==> config.mk <==
export PLATFORM = sky130hd
export DESIGN_NAME = leaky_bucket_rate_limiter
export DESIGN_NICKNAME = d
export VERILOG_FILES = /design/src/sv/lbrl_pkg.sv /design/src/sv/leaky_bucket_rate_limiter.sv /design/src/sv/lbrl_div.sv /design/src/sv/lbrl_dp.sv /design/src/sv/lbrl_ctrl.sv
export SDC_FILE = /design/constraint.sdc
export NUM_CORES = 2
export LEC_CHECK = 0
export BUFFER_PORTS_ARGS = -buffer_cell sky130_fd_sc_hd__buf_2
export CELL_PAD_IN_SITES_DETAIL_PLACEMENT = 0
export CELL_PAD_IN_SITES_GLOBAL_PLACEMENT = 2
export CORE_MARGIN = 1.5
export CORE_UTILIZATION = 43
export CTS_CLUSTER_SIZE = 12
export DETAILED_ROUTE_END_ITERATION = 7
export GPL_TIMING_DRIVEN = 0
export HOLD_SLACK_MARGIN = 0.15
export PLACE_DENSITY = 0.83
export SETUP_SLACK_MARGIN = 0.3
export SLEW_MARGIN = 20
export SYNTH_ARGS = -nofsm -noshare
export SYNTH_HDL_FRONTEND = slang
export SYNTH_SLANG_ARGS = --single-unit
==> constraint.sdc <==
create_clock -name clk_i -period 11.7 [get_ports clk_i]
set_clock_uncertainty 0.15 [all_clocks]
set_input_delay 1.755 -clock clk_i [delete_from_list [all_inputs] [get_ports clk_i]]
set_output_delay 1.755 -clock clk_i [all_outputs]
set_load 0.05 [all_outputs]
==> src/sv/lbrl_pkg.sv <==
package lbrl_pkg;

  // field and state widths
  localparam int unsigned LenW      = 24;
  localparam int unsigned TimeW     = 48;
  localparam int unsigned RateW     = 32;
  localparam int unsigned LimW      = 32;
  localparam int unsigned FracW     = 16;
  localparam int unsigned LevelW    = 48;
  localparam int unsigned HalfW     = 24;
  localparam int unsigned ProdW     = HalfW + RateW;
  localparam int unsigned SumW      = LevelW + 1;
  localparam int unsigned DivW      = SumW;
  localparam int unsigned RelW      = TimeW + 2;
  localparam int unsigned CfgIdxW   = 2;
  localparam int unsigned CfgDataW  = 32;
  localparam int unsigned VerdictW  = 2;

  // register indices
  localparam logic [CfgIdxW-1:0] CfgRate  = 2'd0;
  localparam logic [CfgIdxW-1:0] CfgLimit = 2'd1;
  localparam logic [CfgIdxW-1:0] CfgDrop  = 2'd2;

  // verdict codes
  localparam logic [VerdictW-1:0] VerdictPass  = 2'd0;
  localparam logic [VerdictW-1:0] VerdictDelay = 2'd1;
  localparam logic [VerdictW-1:0] VerdictDrop  = 2'd2;

  // register reset values
  localparam logic [RateW-1:0] RateReset  = 32'd65536;
  localparam logic [LimW-1:0]  LimitReset = 32'd65536;

  localparam logic [TimeW-1:0] TimeMax = '1;

  // controller to datapath commands
  typedef struct packed {
    logic load;
    logic sync;
    logic mul_hi;
    logic mul_lo;
    logic drain;
    logic level;
    logic sum;
    logic fit;
    logic drop;
    logic stall_max;
    logic over;
    logic div_start;
    logic rel_add;
    logic rel_sat;
    logic out_load;
  } cmd_t;

  // datapath to controller status
  typedef struct packed {
    logic exceed;
    logic drop_mode;
    logic rate_zero;
    logic div_done;
  } sts_t;

endpackage

==> src/sv/leaky_bucket_rate_limiter.sv <==
// Leaky-bucket limiter on message sizes.
// Input channel (in_valid_i/in_ready_o) carries a message length and the
// current tick; output channel (out_valid_o/out_ready_i) returns one verdict
// per message (pass now, pass after delay, dropped) and its release tick.
// The configuration channel (cfg_valid_i/cfg_ready_o) writes rate, limit and
// drop mode; it is always ready and should be used only while no item is open.
// A delayed message takes longer to reach result valid than one that passes,
// is dropped or finds the rate zero, as its delay is set by the bit-serial
// divider (one quotient bit per cycle, 49 bits).
// One item is worked at a time: the next input transfer is taken at the earliest
// in the cycle after the result is loaded into the output register, so a new
// item can enter only once the previous one's result is loaded.
// A finished result sits in the output register while the receiver stalls;
// the next item is still accepted and processed, and waits for that register
// to be free before its own result is loaded.
// Reset empties the bucket, clears the synced flag and restores the
// registers to rate 1.0 byte per tick, limit 65536 bytes, delay mode.
module leaky_bucket_rate_limiter (
  input  logic                          clk_i,
  input  logic                          rst_ni,
  input  logic                          in_valid_i,
  output logic                          in_ready_o,
  input  logic [lbrl_pkg::LenW-1:0]     msg_len_i,
  input  logic [lbrl_pkg::TimeW-1:0]    now_time_i,
  output logic                          out_valid_o,
  input  logic                          out_ready_i,
  output logic [lbrl_pkg::VerdictW-1:0] verdict_o,
  output logic [lbrl_pkg::TimeW-1:0]    release_time_o,
  input  logic                          cfg_valid_i,
  output logic                          cfg_ready_o,
  input  logic [lbrl_pkg::CfgIdxW-1:0]  cfg_index_i,
  input  logic [lbrl_pkg::CfgDataW-1:0] cfg_data_i
);

  lbrl_pkg::cmd_t cmd;
  lbrl_pkg::sts_t sts;

  assign cfg_ready_o = 1'b1;

  // sequencer
  lbrl_ctrl u_ctrl (
    .clk_i       (clk_i),
    .rst_ni      (rst_ni),
    .in_valid_i  (in_valid_i),
    .in_ready_o  (in_ready_o),
    .out_valid_o (out_valid_o),
    .out_ready_i (out_ready_i),
    .sts_i       (sts),
    .cmd_o       (cmd)
  );

  // arithmetic, limiter state and output register
  lbrl_dp u_dp (
    .clk_i          (clk_i),
    .rst_ni         (rst_ni),
    .cfg_valid_i    (cfg_valid_i),
    .cfg_index_i    (cfg_index_i),
    .cfg_data_i     (cfg_data_i),
    .msg_len_i      (msg_len_i),
    .now_time_i     (now_time_i),
    .cmd_i          (cmd),
    .sts_o          (sts),
    .verdict_o      (verdict_o),
    .release_time_o (release_time_o)
  );

endmodule

==> src/sv/lbrl_div.sv <==
module lbrl_div (
  input  logic                          clk_i,
  input  logic                          rst_ni,
  input  logic                          start_i,
  input  logic [lbrl_pkg::DivW-1:0]     dividend_i,
  input  logic [lbrl_pkg::RateW-1:0]    divisor_i,
  output logic                          done_o,
  output logic [lbrl_pkg::DivW-1:0]     quotient_o,
  output logic                          rem_nz_o
);

  localparam int unsigned DivW  = lbrl_pkg::DivW;
  localparam int unsigned RateW = lbrl_pkg::RateW;
  localparam int unsigned CntW  = $clog2(DivW);

  logic            busy_q;
  logic            done_q;
  logic [CntW-1:0] cnt_q;
  logic [DivW-1:0] quo_q;
  logic [RateW-1:0] rem_q;
  logic [RateW:0]  trial;
  logic            fits;

  // one restoring step: bring down the next dividend bit
  assign trial = {rem_q, quo_q[DivW-1]};
  assign fits  = trial >= {1'b0, divisor_i};

  // step counter
  always_ff @(posedge clk_i or negedge rst_ni) begin
    if (!rst_ni) begin
      busy_q <= 1'b0;
      done_q <= 1'b0;
      cnt_q  <= '0;
    end else begin
      done_q <= 1'b0;
      if (start_i) begin
        busy_q <= 1'b1;
        cnt_q  <= CntW'(DivW - 1);
      end else if (busy_q) begin
        if (cnt_q == '0) begin
          busy_q <= 1'b0;
          done_q <= 1'b1;
        end else begin
          cnt_q <= cnt_q - 1'b1;
        end
      end
    end
  end

  // quotient and partial remainder
  always_ff @(posedge clk_i) begin
    if (start_i) begin
      quo_q <= dividend_i;
      rem_q <= '0;
    end else if (busy_q) begin
      quo_q <= {quo_q[DivW-2:0], fits};
      if (fits) begin
        rem_q <= RateW'(trial - {1'b0, divisor_i});
      end else begin
        rem_q <= trial[RateW-1:0];
      end
    end
  end

  assign done_o     = done_q;
  assign quotient_o = quo_q;
  assign rem_nz_o   = |rem_q;

endmodule

==> src/sv/lbrl_dp.sv <==
module lbrl_dp (
  input  logic                            clk_i,
  input  logic                            rst_ni,
  input  logic                            cfg_valid_i,
  input  logic [lbrl_pkg::CfgIdxW-1:0]    cfg_index_i,
  input  logic [lbrl_pkg::CfgDataW-1:0]   cfg_data_i,
  input  logic [lbrl_pkg::LenW-1:0]       msg_len_i,
  input  logic [lbrl_pkg::TimeW-1:0]      now_time_i,
  input  lbrl_pkg::cmd_t                  cmd_i,
  output lbrl_pkg::sts_t                  sts_o,
  output logic [lbrl_pkg::VerdictW-1:0]   verdict_o,
  output logic [lbrl_pkg::TimeW-1:0]      release_time_o
);

  localparam int unsigned LenW     = lbrl_pkg::LenW;
  localparam int unsigned TimeW    = lbrl_pkg::TimeW;
  localparam int unsigned RateW    = lbrl_pkg::RateW;
  localparam int unsigned LimW     = lbrl_pkg::LimW;
  localparam int unsigned FracW    = lbrl_pkg::FracW;
  localparam int unsigned LevelW   = lbrl_pkg::LevelW;
  localparam int unsigned HalfW    = lbrl_pkg::HalfW;
  localparam int unsigned ProdW    = lbrl_pkg::ProdW;
  localparam int unsigned SumW     = lbrl_pkg::SumW;
  localparam int unsigned DivW     = lbrl_pkg::DivW;
  localparam int unsigned RelW     = lbrl_pkg::RelW;
  localparam int unsigned VerdictW = lbrl_pkg::VerdictW;

  // configuration
  logic [RateW-1:0]  rate_q;
  logic [LimW-1:0]   limit_q;
  logic              drop_q;

  // limiter state
  logic [LevelW-1:0] bucket_q;
  logic [TimeW-1:0]  last_q;
  logic              synced_q;

  // per-item working registers
  logic [LenW-1:0]   len_q;
  logic [TimeW-1:0]  now_q;
  logic [TimeW-1:0]  t_q;
  logic [TimeW-1:0]  elapsed_q;
  logic [ProdW-1:0]  prod_q;
  logic [HalfW-1:0]  hp_q;
  logic              hp_ovf_q;
  logic [LevelW-1:0] drain_q;
  logic [SumW-1:0]   sum_q;
  logic [DivW-1:0]   over_q;
  logic [RelW-1:0]   relsum_q;
  logic [VerdictW-1:0] res_verdict_q;
  logic [TimeW-1:0]  res_release_q;
  logic [VerdictW-1:0] out_verdict_q;
  logic [TimeW-1:0]  out_release_q;

  logic [LevelW-1:0] limq;
  logic [TimeW-1:0]  t_d;
  logic [TimeW-1:0]  elapsed_d;
  logic [HalfW-1:0]  mul_a;
  logic [ProdW-1:0]  prod_d;
  logic [ProdW:0]    dsum;
  logic [TimeW-1:0]  rel_d;
  logic              div_done;
  logic [DivW-1:0]   quotient;
  logic              rem_nz;

  assign limq = {limit_q, {FracW{1'b0}}};

  // configuration writes
  always_ff @(posedge clk_i or negedge rst_ni) begin
    if (!rst_ni) begin
      rate_q  <= lbrl_pkg::RateReset;
      limit_q <= lbrl_pkg::LimitReset;
      drop_q  <= 1'b0;
    end else if (cfg_valid_i) begin
      unique case (cfg_index_i)
        lbrl_pkg::CfgRate:  rate_q  <= cfg_data_i[RateW-1:0];
        lbrl_pkg::CfgLimit: limit_q <= cfg_data_i[LimW-1:0];
        lbrl_pkg::CfgDrop:  drop_q  <= cfg_data_i[0];
        default: ;
      endcase
    end
  end

  // sync time never moves back; first item drains nothing
  always_comb begin
    if (synced_q && (now_q < last_q)) begin
      t_d = last_q;
    end else begin
      t_d = now_q;
    end
    if (synced_q) begin
      elapsed_d = t_d - last_q;
    end else begin
      elapsed_d = '0;
    end
  end

  // shared multiplier, upper then lower half of the elapsed time
  assign mul_a  = cmd_i.mul_lo ? elapsed_q[HalfW-1:0] : elapsed_q[TimeW-1:HalfW];
  assign prod_d = ProdW'(mul_a) * ProdW'(rate_q);

  // recombine the partial products
  assign dsum = {{(ProdW + 1 - LevelW){1'b0}}, hp_q, {HalfW{1'b0}}} + {1'b0, prod_q};

  // saturated release time after a delay
  assign rel_d = (|relsum_q[RelW-1:TimeW]) ? lbrl_pkg::TimeMax : relsum_q[TimeW-1:0];

  // working registers
  always_ff @(posedge clk_i) begin
    if (cmd_i.load) begin
      len_q <= msg_len_i;
      now_q <= now_time_i;
    end
    if (cmd_i.sync) begin
      t_q       <= t_d;
      elapsed_q <= elapsed_d;
    end
    if (cmd_i.mul_hi || cmd_i.mul_lo) begin
      prod_q <= prod_d;
    end
    if (cmd_i.mul_lo) begin
      hp_q     <= prod_q[HalfW-1:0];
      hp_ovf_q <= |prod_q[ProdW-1:HalfW];
    end
    if (cmd_i.drain) begin
      if (hp_ovf_q || (|dsum[ProdW:LevelW])) begin
        drain_q <= '1;
      end else begin
        drain_q <= dsum[LevelW-1:0];
      end
    end
    if (cmd_i.sum) begin
      sum_q <= {1'b0, bucket_q}
             + {{(SumW - LenW - FracW){1'b0}}, len_q, {FracW{1'b0}}};
    end
    if (cmd_i.over) begin
      over_q <= sum_q - {1'b0, limq};
    end
    if (cmd_i.rel_add) begin
      relsum_q <= {{(RelW - TimeW){1'b0}}, t_q}
                + {{(RelW - DivW){1'b0}}, quotient}
                + RelW'(rem_nz);
    end
    if (cmd_i.fit) begin
      res_verdict_q <= lbrl_pkg::VerdictPass;
      res_release_q <= now_q;
    end else if (cmd_i.drop) begin
      res_verdict_q <= lbrl_pkg::VerdictDrop;
      res_release_q <= now_q;
    end else if (cmd_i.stall_max) begin
      res_verdict_q <= lbrl_pkg::VerdictDelay;
      res_release_q <= lbrl_pkg::TimeMax;
    end else if (cmd_i.rel_sat) begin
      res_verdict_q <= lbrl_pkg::VerdictDelay;
      res_release_q <= rel_d;
    end
    if (cmd_i.out_load) begin
      out_verdict_q <= res_verdict_q;
      out_release_q <= res_release_q;
    end
  end

  // bucket level, sync time and synced flag
  always_ff @(posedge clk_i or negedge rst_ni) begin
    if (!rst_ni) begin
      bucket_q <= '0;
      last_q   <= '0;
      synced_q <= 1'b0;
    end else begin
      if (cmd_i.level) begin
        bucket_q <= (bucket_q > drain_q) ? bucket_q - drain_q : '0;
        last_q   <= t_q;
        synced_q <= 1'b1;
      end else if (cmd_i.fit) begin
        bucket_q <= sum_q[LevelW-1:0];
      end else if (cmd_i.stall_max) begin
        bucket_q <= limq;
        last_q   <= lbrl_pkg::TimeMax;
      end else if (cmd_i.rel_sat) begin
        bucket_q <= limq;
        last_q   <= rel_d;
      end
    end
  end

  // delay = ceil(overflow / rate)
  lbrl_div u_div (
    .clk_i      (clk_i),
    .rst_ni     (rst_ni),
    .start_i    (cmd_i.div_start),
    .dividend_i (over_q),
    .divisor_i  (rate_q),
    .done_o     (div_done),
    .quotient_o (quotient),
    .rem_nz_o   (rem_nz)
  );

  // status to the controller
  assign sts_o.exceed    = sum_q > {1'b0, limq};
  assign sts_o.drop_mode = drop_q;
  assign sts_o.rate_zero = (rate_q == '0);
  assign sts_o.div_done  = div_done;

  assign verdict_o      = out_verdict_q;
  assign release_time_o = out_release_q;

endmodule

==> src/sv/lbrl_ctrl.sv <==
module lbrl_ctrl (
  input  logic           clk_i,
  input  logic           rst_ni,
  input  logic           in_valid_i,
  output logic           in_ready_o,
  output logic           out_valid_o,
  input  logic           out_ready_i,
  input  lbrl_pkg::sts_t sts_i,
  output lbrl_pkg::cmd_t cmd_o
);

  localparam logic [3:0] SIdle    = 4'd0;
  localparam logic [3:0] SSync    = 4'd1;
  localparam logic [3:0] SMulHi   = 4'd2;
  localparam logic [3:0] SMulLo   = 4'd3;
  localparam logic [3:0] SDrain   = 4'd4;
  localparam logic [3:0] SLevel   = 4'd5;
  localparam logic [3:0] SSum     = 4'd6;
  localparam logic [3:0] SDecide  = 4'd7;
  localparam logic [3:0] SDivGo   = 4'd8;
  localparam logic [3:0] SDivWait = 4'd9;
  localparam logic [3:0] SRelSat  = 4'd10;
  localparam logic [3:0] SDone    = 4'd11;

  logic [3:0] state_q;
  logic [3:0] state_d;
  logic       out_valid_q;

  // sequencing of one item
  always_comb begin
    state_d = state_q;
    cmd_o   = '0;
    unique case (state_q)
      SIdle: begin
        if (in_valid_i) begin
          cmd_o.load = 1'b1;
          state_d    = SSync;
        end
      end
      SSync: begin
        cmd_o.sync = 1'b1;
        state_d    = SMulHi;
      end
      SMulHi: begin
        cmd_o.mul_hi = 1'b1;
        state_d      = SMulLo;
      end
      SMulLo: begin
        cmd_o.mul_lo = 1'b1;
        state_d      = SDrain;
      end
      SDrain: begin
        cmd_o.drain = 1'b1;
        state_d     = SLevel;
      end
      SLevel: begin
        cmd_o.level = 1'b1;
        state_d     = SSum;
      end
      SSum: begin
        cmd_o.sum = 1'b1;
        state_d   = SDecide;
      end
      SDecide: begin
        if (!sts_i.exceed) begin
          cmd_o.fit = 1'b1;
          state_d   = SDone;
        end else if (sts_i.drop_mode) begin
          cmd_o.drop = 1'b1;
          state_d    = SDone;
        end else if (sts_i.rate_zero) begin
          cmd_o.stall_max = 1'b1;
          state_d         = SDone;
        end else begin
          cmd_o.over = 1'b1;
          state_d    = SDivGo;
        end
      end
      SDivGo: begin
        cmd_o.div_start = 1'b1;
        state_d         = SDivWait;
      end
      SDivWait: begin
        if (sts_i.div_done) begin
          cmd_o.rel_add = 1'b1;
          state_d       = SRelSat;
        end
      end
      SRelSat: begin
        cmd_o.rel_sat = 1'b1;
        state_d       = SDone;
      end
      SDone: begin
        if (!out_valid_q || out_ready_i) begin
          cmd_o.out_load = 1'b1;
          state_d        = SIdle;
        end
      end
      default: begin
        state_d = SIdle;
      end
    endcase
  end

  // state and output valid
  always_ff @(posedge clk_i or negedge rst_ni) begin
    if (!rst_ni) begin
      state_q     <= SIdle;
      out_valid_q <= 1'b0;
    end else begin
      state_q <= state_d;
      if (cmd_o.out_load) begin
        out_valid_q <= 1'b1;
      end else if (out_ready_i) begin
        out_valid_q <= 1'b0;
      end
    end
  end

  assign in_ready_o  = (state_q == SIdle);
  assign out_valid_o = out_valid_q;

endmodule

After elaboration in Yosys (flattened, before gate mapping). Index checks and enable logic that the tools add are counted. Widths: inputs -> output; s select.

Register bits: 801. Output and inout bits: 53. Input bits: 111.

Order comparisons: 4. Equal/unequal tests: 18. $mul: 1. Reductions and logical operators: 27. Muxes and demuxes: 59. Add/sub/neg operators: 9.

Operators with widths (count): $mux 48 (13); $mux 49 (2); $sub 48x48->48 (2); $reduce_or 32->1 (2); $add 48x56->57 (1); $mul 24x32->56 (1); $add 48x49->50 (1); $add 50x1->50 (1); $add 48x40->49 (1); $gt 49x48->1 (1); $sub 49x48->49 (1); $gt 48x48->1 (1); $lt 48x48->1 (1); $pmux 4 s12 (1); $ge 33x32->1 (1); $logic_not 32->1 (1); $mux 32 (1); $sub 32x32->32 (1); $mux 1 (26); $mux 24 (1); $mux 4 (5); $mux 6 (3); $eq 4x3->1 const B (4); $eq 4x4->1 const B (4); other kinds (22) (42).

Depth between registers and ports, before layout.
Word-level depth: 8. Gate-level depth with buffers: 33.

Hierarchy. Synthesis repeated with hierarchy kept, for this count alone.

Cell total of the unflattened synthesis: 7165. Area total of the unflattened synthesis: 70644.0 µm².

By module, submodules not included: lbrl_dp (instances 1, cells each 6458, area each 64102.7 µm²); lbrl_div (instances 1, cells each 651, area each 6103.4 µm²); lbrl_ctrl (instances 1, cells each 54, area each 426.7 µm²); leaky_bucket_rate_limiter (instances 1, cells each 2, area each 11.3 µm²).

Least setup slack after synthesis. No wires, ideal clock.

Path type: reg-to-reg. Start point: register u_ctrl.state_q[2]. End point: register u_dp.prod_q[54] (data pin). Arrival: 9.590 ns. Period minus slack after synthesis: 9.997 ns. Stages on the path, launching flop included: 33. Slack: 1.703 ns. Cells stage by stage: dfrtp_1 > clkbuf_1 > nor3_1 > clkbuf_1 > buf_1 > mux2i_1 > clkbuf_1 > nor2_1 > fa_1 > fa_1 > inv_1 > fa_1 > inv_1 > fa_1 > inv_1 > fa_1 > inv_1 > fa_1 > inv_1 > fa_1 > inv_1 > ha_1 > nand2_1 > o21ai_0 > a221o_1 > a211o_1 > nand4_1 > a211oi_1 > or3b_2 > a21o_1 > a41o_1 > a21oi_1 > xnor2_1.

Longest elaborated chain between the ends: 4.

RTL lines: from (decl) (line lbrl_ctrl.sv:25) `logic [3:0] state_q;`; from (signal assigned) (line lbrl_ctrl.sv:108) `state_q <= SIdle;`; from (signal assigned) (line lbrl_ctrl.sv:111) `state_q <= state_d;`; $eq 4x2->1 (line lbrl_ctrl.sv:33) `unique case (state_q)`; $mux 1 (line lbrl_ctrl.sv:33); $mux 24 (line lbrl_dp.sv:99) `assign mul_a = cmd_i.mul_lo ? elapsed_q[HalfW-1:0] : elapsed_q[TimeW-1:HalfW];`; $mul 24x32->56 (line lbrl_dp.sv:100) `assign prod_d = ProdW'(mul_a) * ProdW'(rate_q);`; via u_dp.prod_d[54] (line lbrl_dp.sv:59) `logic [ProdW-1:0] prod_d;`; to (signal assigned) (line lbrl_dp.sv:119) `prod_q <= prod_d;`; to (decl) (line lbrl_dp.sv:43) `logic [ProdW-1:0] prod_q;`.

The timed path passes the listed nets, and every way through them passes these cells. A chain may end at the register's enable or synchronous reset.

Worst setup path in the final report.
Start point: register u_ctrl.state_q[2]. End point: register u_dp.prod_q[55] (data pin).

The elaborated chain is that of the path after synthesis.

==> flow_metrics.py <==
metrics = {
    "cts": {
        "clock_latency_ps": 740,
        "cts_inserted_buffers": 93,
        "cts-hold-fix-buffers": 0,
        "tritoncts": "done",
        "root_buffer": "clkbuf_16",
        "htreeDepth": 3,
        "cts.sinks": 801,
        "cts.clk_slew.worst_paths_ps": 60,
        "cts_buffer_depth": 3,
    },
    "timing": {
        "drv_slew": 0,
        "tightest_slew_ps": 1200,
        "slew-limit-headroom": 0.201,
        "hold_viol_final": 0,
        "post-route-period-util": 0.918,
        "rsz0062_at_grt": "no",
        "fin_ws_ps": 965,
        "max_freq_ghz": 0.0932,
        "setup_tns_ps": 0,
        "period_needed_ps": 10740,
        "setup_violations": 0,
    },
    "outcome": {
        "status": "completed",
    },
    "hold_path": {
        "worstHoldEndpoint": "u_dp.release_time_o[34]",
        "hold_class": "flop to flop",
        "worstHoldStart": "u_dp.res_release_q[34]",
        "holdPathStages": 0,
    },
    "yosys": {
        "dominantRegCellSynth": "edfxtp_1",
        "synth-async-reset-ratio": 0.218,
        "synth_edf_count": 592,
        "synth-seq-cells": 801,
        "yosysWarnings": 0,
        "seq_area_frac_synth": 0.336,
        "avgSynthCellArea_sq_um": 9.86,
        "syn_inst": 6893,
        "yosys.cell_types.count": 87,
        "synth.cell_area_sq_mm": 0.0680,
        "syn_nets": 8155,
    },
    "die": {
        "die_h_um": 401,
        "rows": 145,
        "dieWidth_um": 401,
        "start_util": 0.434,
        "die_area_sq_mm": 0.161,
        "ios": 164,
        "core_area_sq_mm": 0.157,
    },
    "critical_path": {
        "critPathSlowestCell": "clkbuf_1",
        "worstSetupEndpointType": "flop",
        "worstPathArrival_ps": 11020,
        "cpPeakStageDelay_ps": 890,
        "worstPathMaxFanout": 10,
        "r2r_start": "u_ctrl.state_q[2]",
        "rrSetupSlack_ps": 960,
        "crit_top_cell": "fa_1",
        "worst-setup-path-type": "flop to flop",
        "crit_required_ps": 11980,
        "startpoint_type": "flop",
        "reg2reg_depth": 29,
        "r2r_end": "u_dp.prod_q[55]",
    },
    "global_routing": {
        "antenna_found_initial": 21,
        "track_usage": 0.312,
        "overflow": 0,
        "grt_pass1_wl_um": 365000,
        "grt_pass1_vias": 53331,
        "grt_max_degree": 77,
    },
    "final_layout": {
        "area_growth_pct": 10.8,
        "finalInstanceArea_sq_mm": 0.0753,
        "layout_common_cells": "inv_1 (1002), nand2_1 (761), fa_1 (666)",
        "nNetsFinal": 8462,
        "drive_gt1_frac": 0.0743,
        "final_common_cell": "inv_1",
    },
    "placement": {
        "post-dp-hpwl_um": 205000,
        "dp_slack_ps": -329,
        "dpl_cell_area_sq_mm": 0.0720,
        "gp_congestion": 0.992,
        "port_buffers": 162,
    },
    "run": {
        "cap_violations": 0,
    },
    "routing": {
        "wl_met3_um": 18500,
        "drt_iter0_markers": 4323,
        "drcViolationCount": 0,
        "drt-pass1-iter-count": 6,
        "vias": 52456,
        "dr.max_layer_used": "met5",
        "wl_met1_um": 104000,
        "ant_nets": 0,
        "wl_um": 250000,
        "viasPerCell": 5.61,
        "dr_wl_met2_um": 115000,
        "wl_per_cell_um": 26.8,
    },
}
worst max path at each step:
stage	from	to	slack [ps]	cells past startpoint
detailed placement	u_ctrl.state_q[2]	u_dp.prod_q[55]	-330	30
global route	u_ctrl.state_q[2]	u_dp.prod_q[55]	480	30
CTS	u_ctrl.state_q[2]	u_dp.prod_q[55]	370	30
global placement	u_ctrl.state_q[1]	u_dp.prod_q[55]	-2260	30
floorplan	u_ctrl.state_q[2]	u_dp.prod_q[54]	1700	32
finish	u_ctrl.state_q[2]	u_dp.prod_q[55]	960	29
through the flow:
| stage | std cells | util | hold WS [ps] |
|---|---|---|---|
| after floorplan | 6893 | - | 250 |
| after global placement | 9113 | 0.456 | 251 |
| after detailed placement | 9162 | 0.460 | 255 |
| after CTS | 9336 | 0.481 | 268 |
| after global routing | 9337 | 0.481 | 275 |
| final | 9349 | 0.481 | 268 |
flip-flops by register name (all words and copies together) (netlist names), 32 cells and up:
name                   count
u_dp.bucket_q             48
u_dp.drain_q              48
u_dp.elapsed_q            48
u_dp.last_q               48
u_dp.limit_q              32
u_dp.now_q                48
u_dp.over_q               49
u_dp.prod_q               56
u_dp.rate_q               32
u_dp.release_time_o       48
u_dp.relsum_q             50
u_dp.res_release_q        48
u_dp.sum_q                49
u_dp.t_q                  48
u_dp.u_div.quotient_o     49
u_dp.u_div.rem_q          32
logic make-up after synthesis:
group	synth area share
compound gates	0.120
xor+xnor	0.0362
fa+ha+maj	0.285
buf+inv	0.0725
flops	0.336
mux	0.0220
other cells	0.0000552
simple gates	0.128
final cells by class:
cell class / instances / area, sq um
multi-input combinational: 4786 / 40400
clock buffer: 125 / 2530
buffer: 294 / 1140
inverter: 1012 / 3800
fill: 14868 / 81200
sequential: 801 / 22800
tap: 2058 / 2570
timing repair buffer: 212 / 1350
antenna: 12 / 30.0
clock inverter: 49 / 718
synth_stat cells, types with 90 or more instances:
cell type	instances	area, sq um
inv_1	1002	3760
nand2_1	763	2860
fa_1	666	13300
nor2_1	594	2230
edfxtp_1	592	17800
ha_1	485	6070
a21oi_1	358	1790
clkbuf_1	271	1020
o21ai_0	227	1140
xnor2_1	191	1670
a21o_1	181	1360
dfrtp_1	173	4330
and2_1	151	945
mux2_2	102	1150
xor2_1	90	788
critical path, delay by kind of cell (launching register included):
| kind | cells | cell delay (ps) |
|---|---|---|
| simple gates | 3 | 650 |
| flops | 1 | 380 |
| mux | 1 | 720 |
| fa+ha+maj | 8 | 3920 |
| buf+inv | 7 | 2040 |
| compound gates | 9 | 2360 |
| xor+xnor | 1 | 180 |
layer usage:
layer / track usage / vias up
li1: - / 23745
met1: 0.411 / 26466
met2: 0.503 / 1828
met3: 0.0590 / 413
met4: 0.135 / 4
met5: 0 / -
timing repair:
item | 4_1_cts | 5_1_grt
buffers inserted | 0 | 1
pin swaps | 0 | 1
resized for setup | 4 | 21
endpoints found under the setup margin | 11 | 7
Power is not shown: default switching activity piles up to over one toggle a cycle in this logic, so the estimate is an artifact.
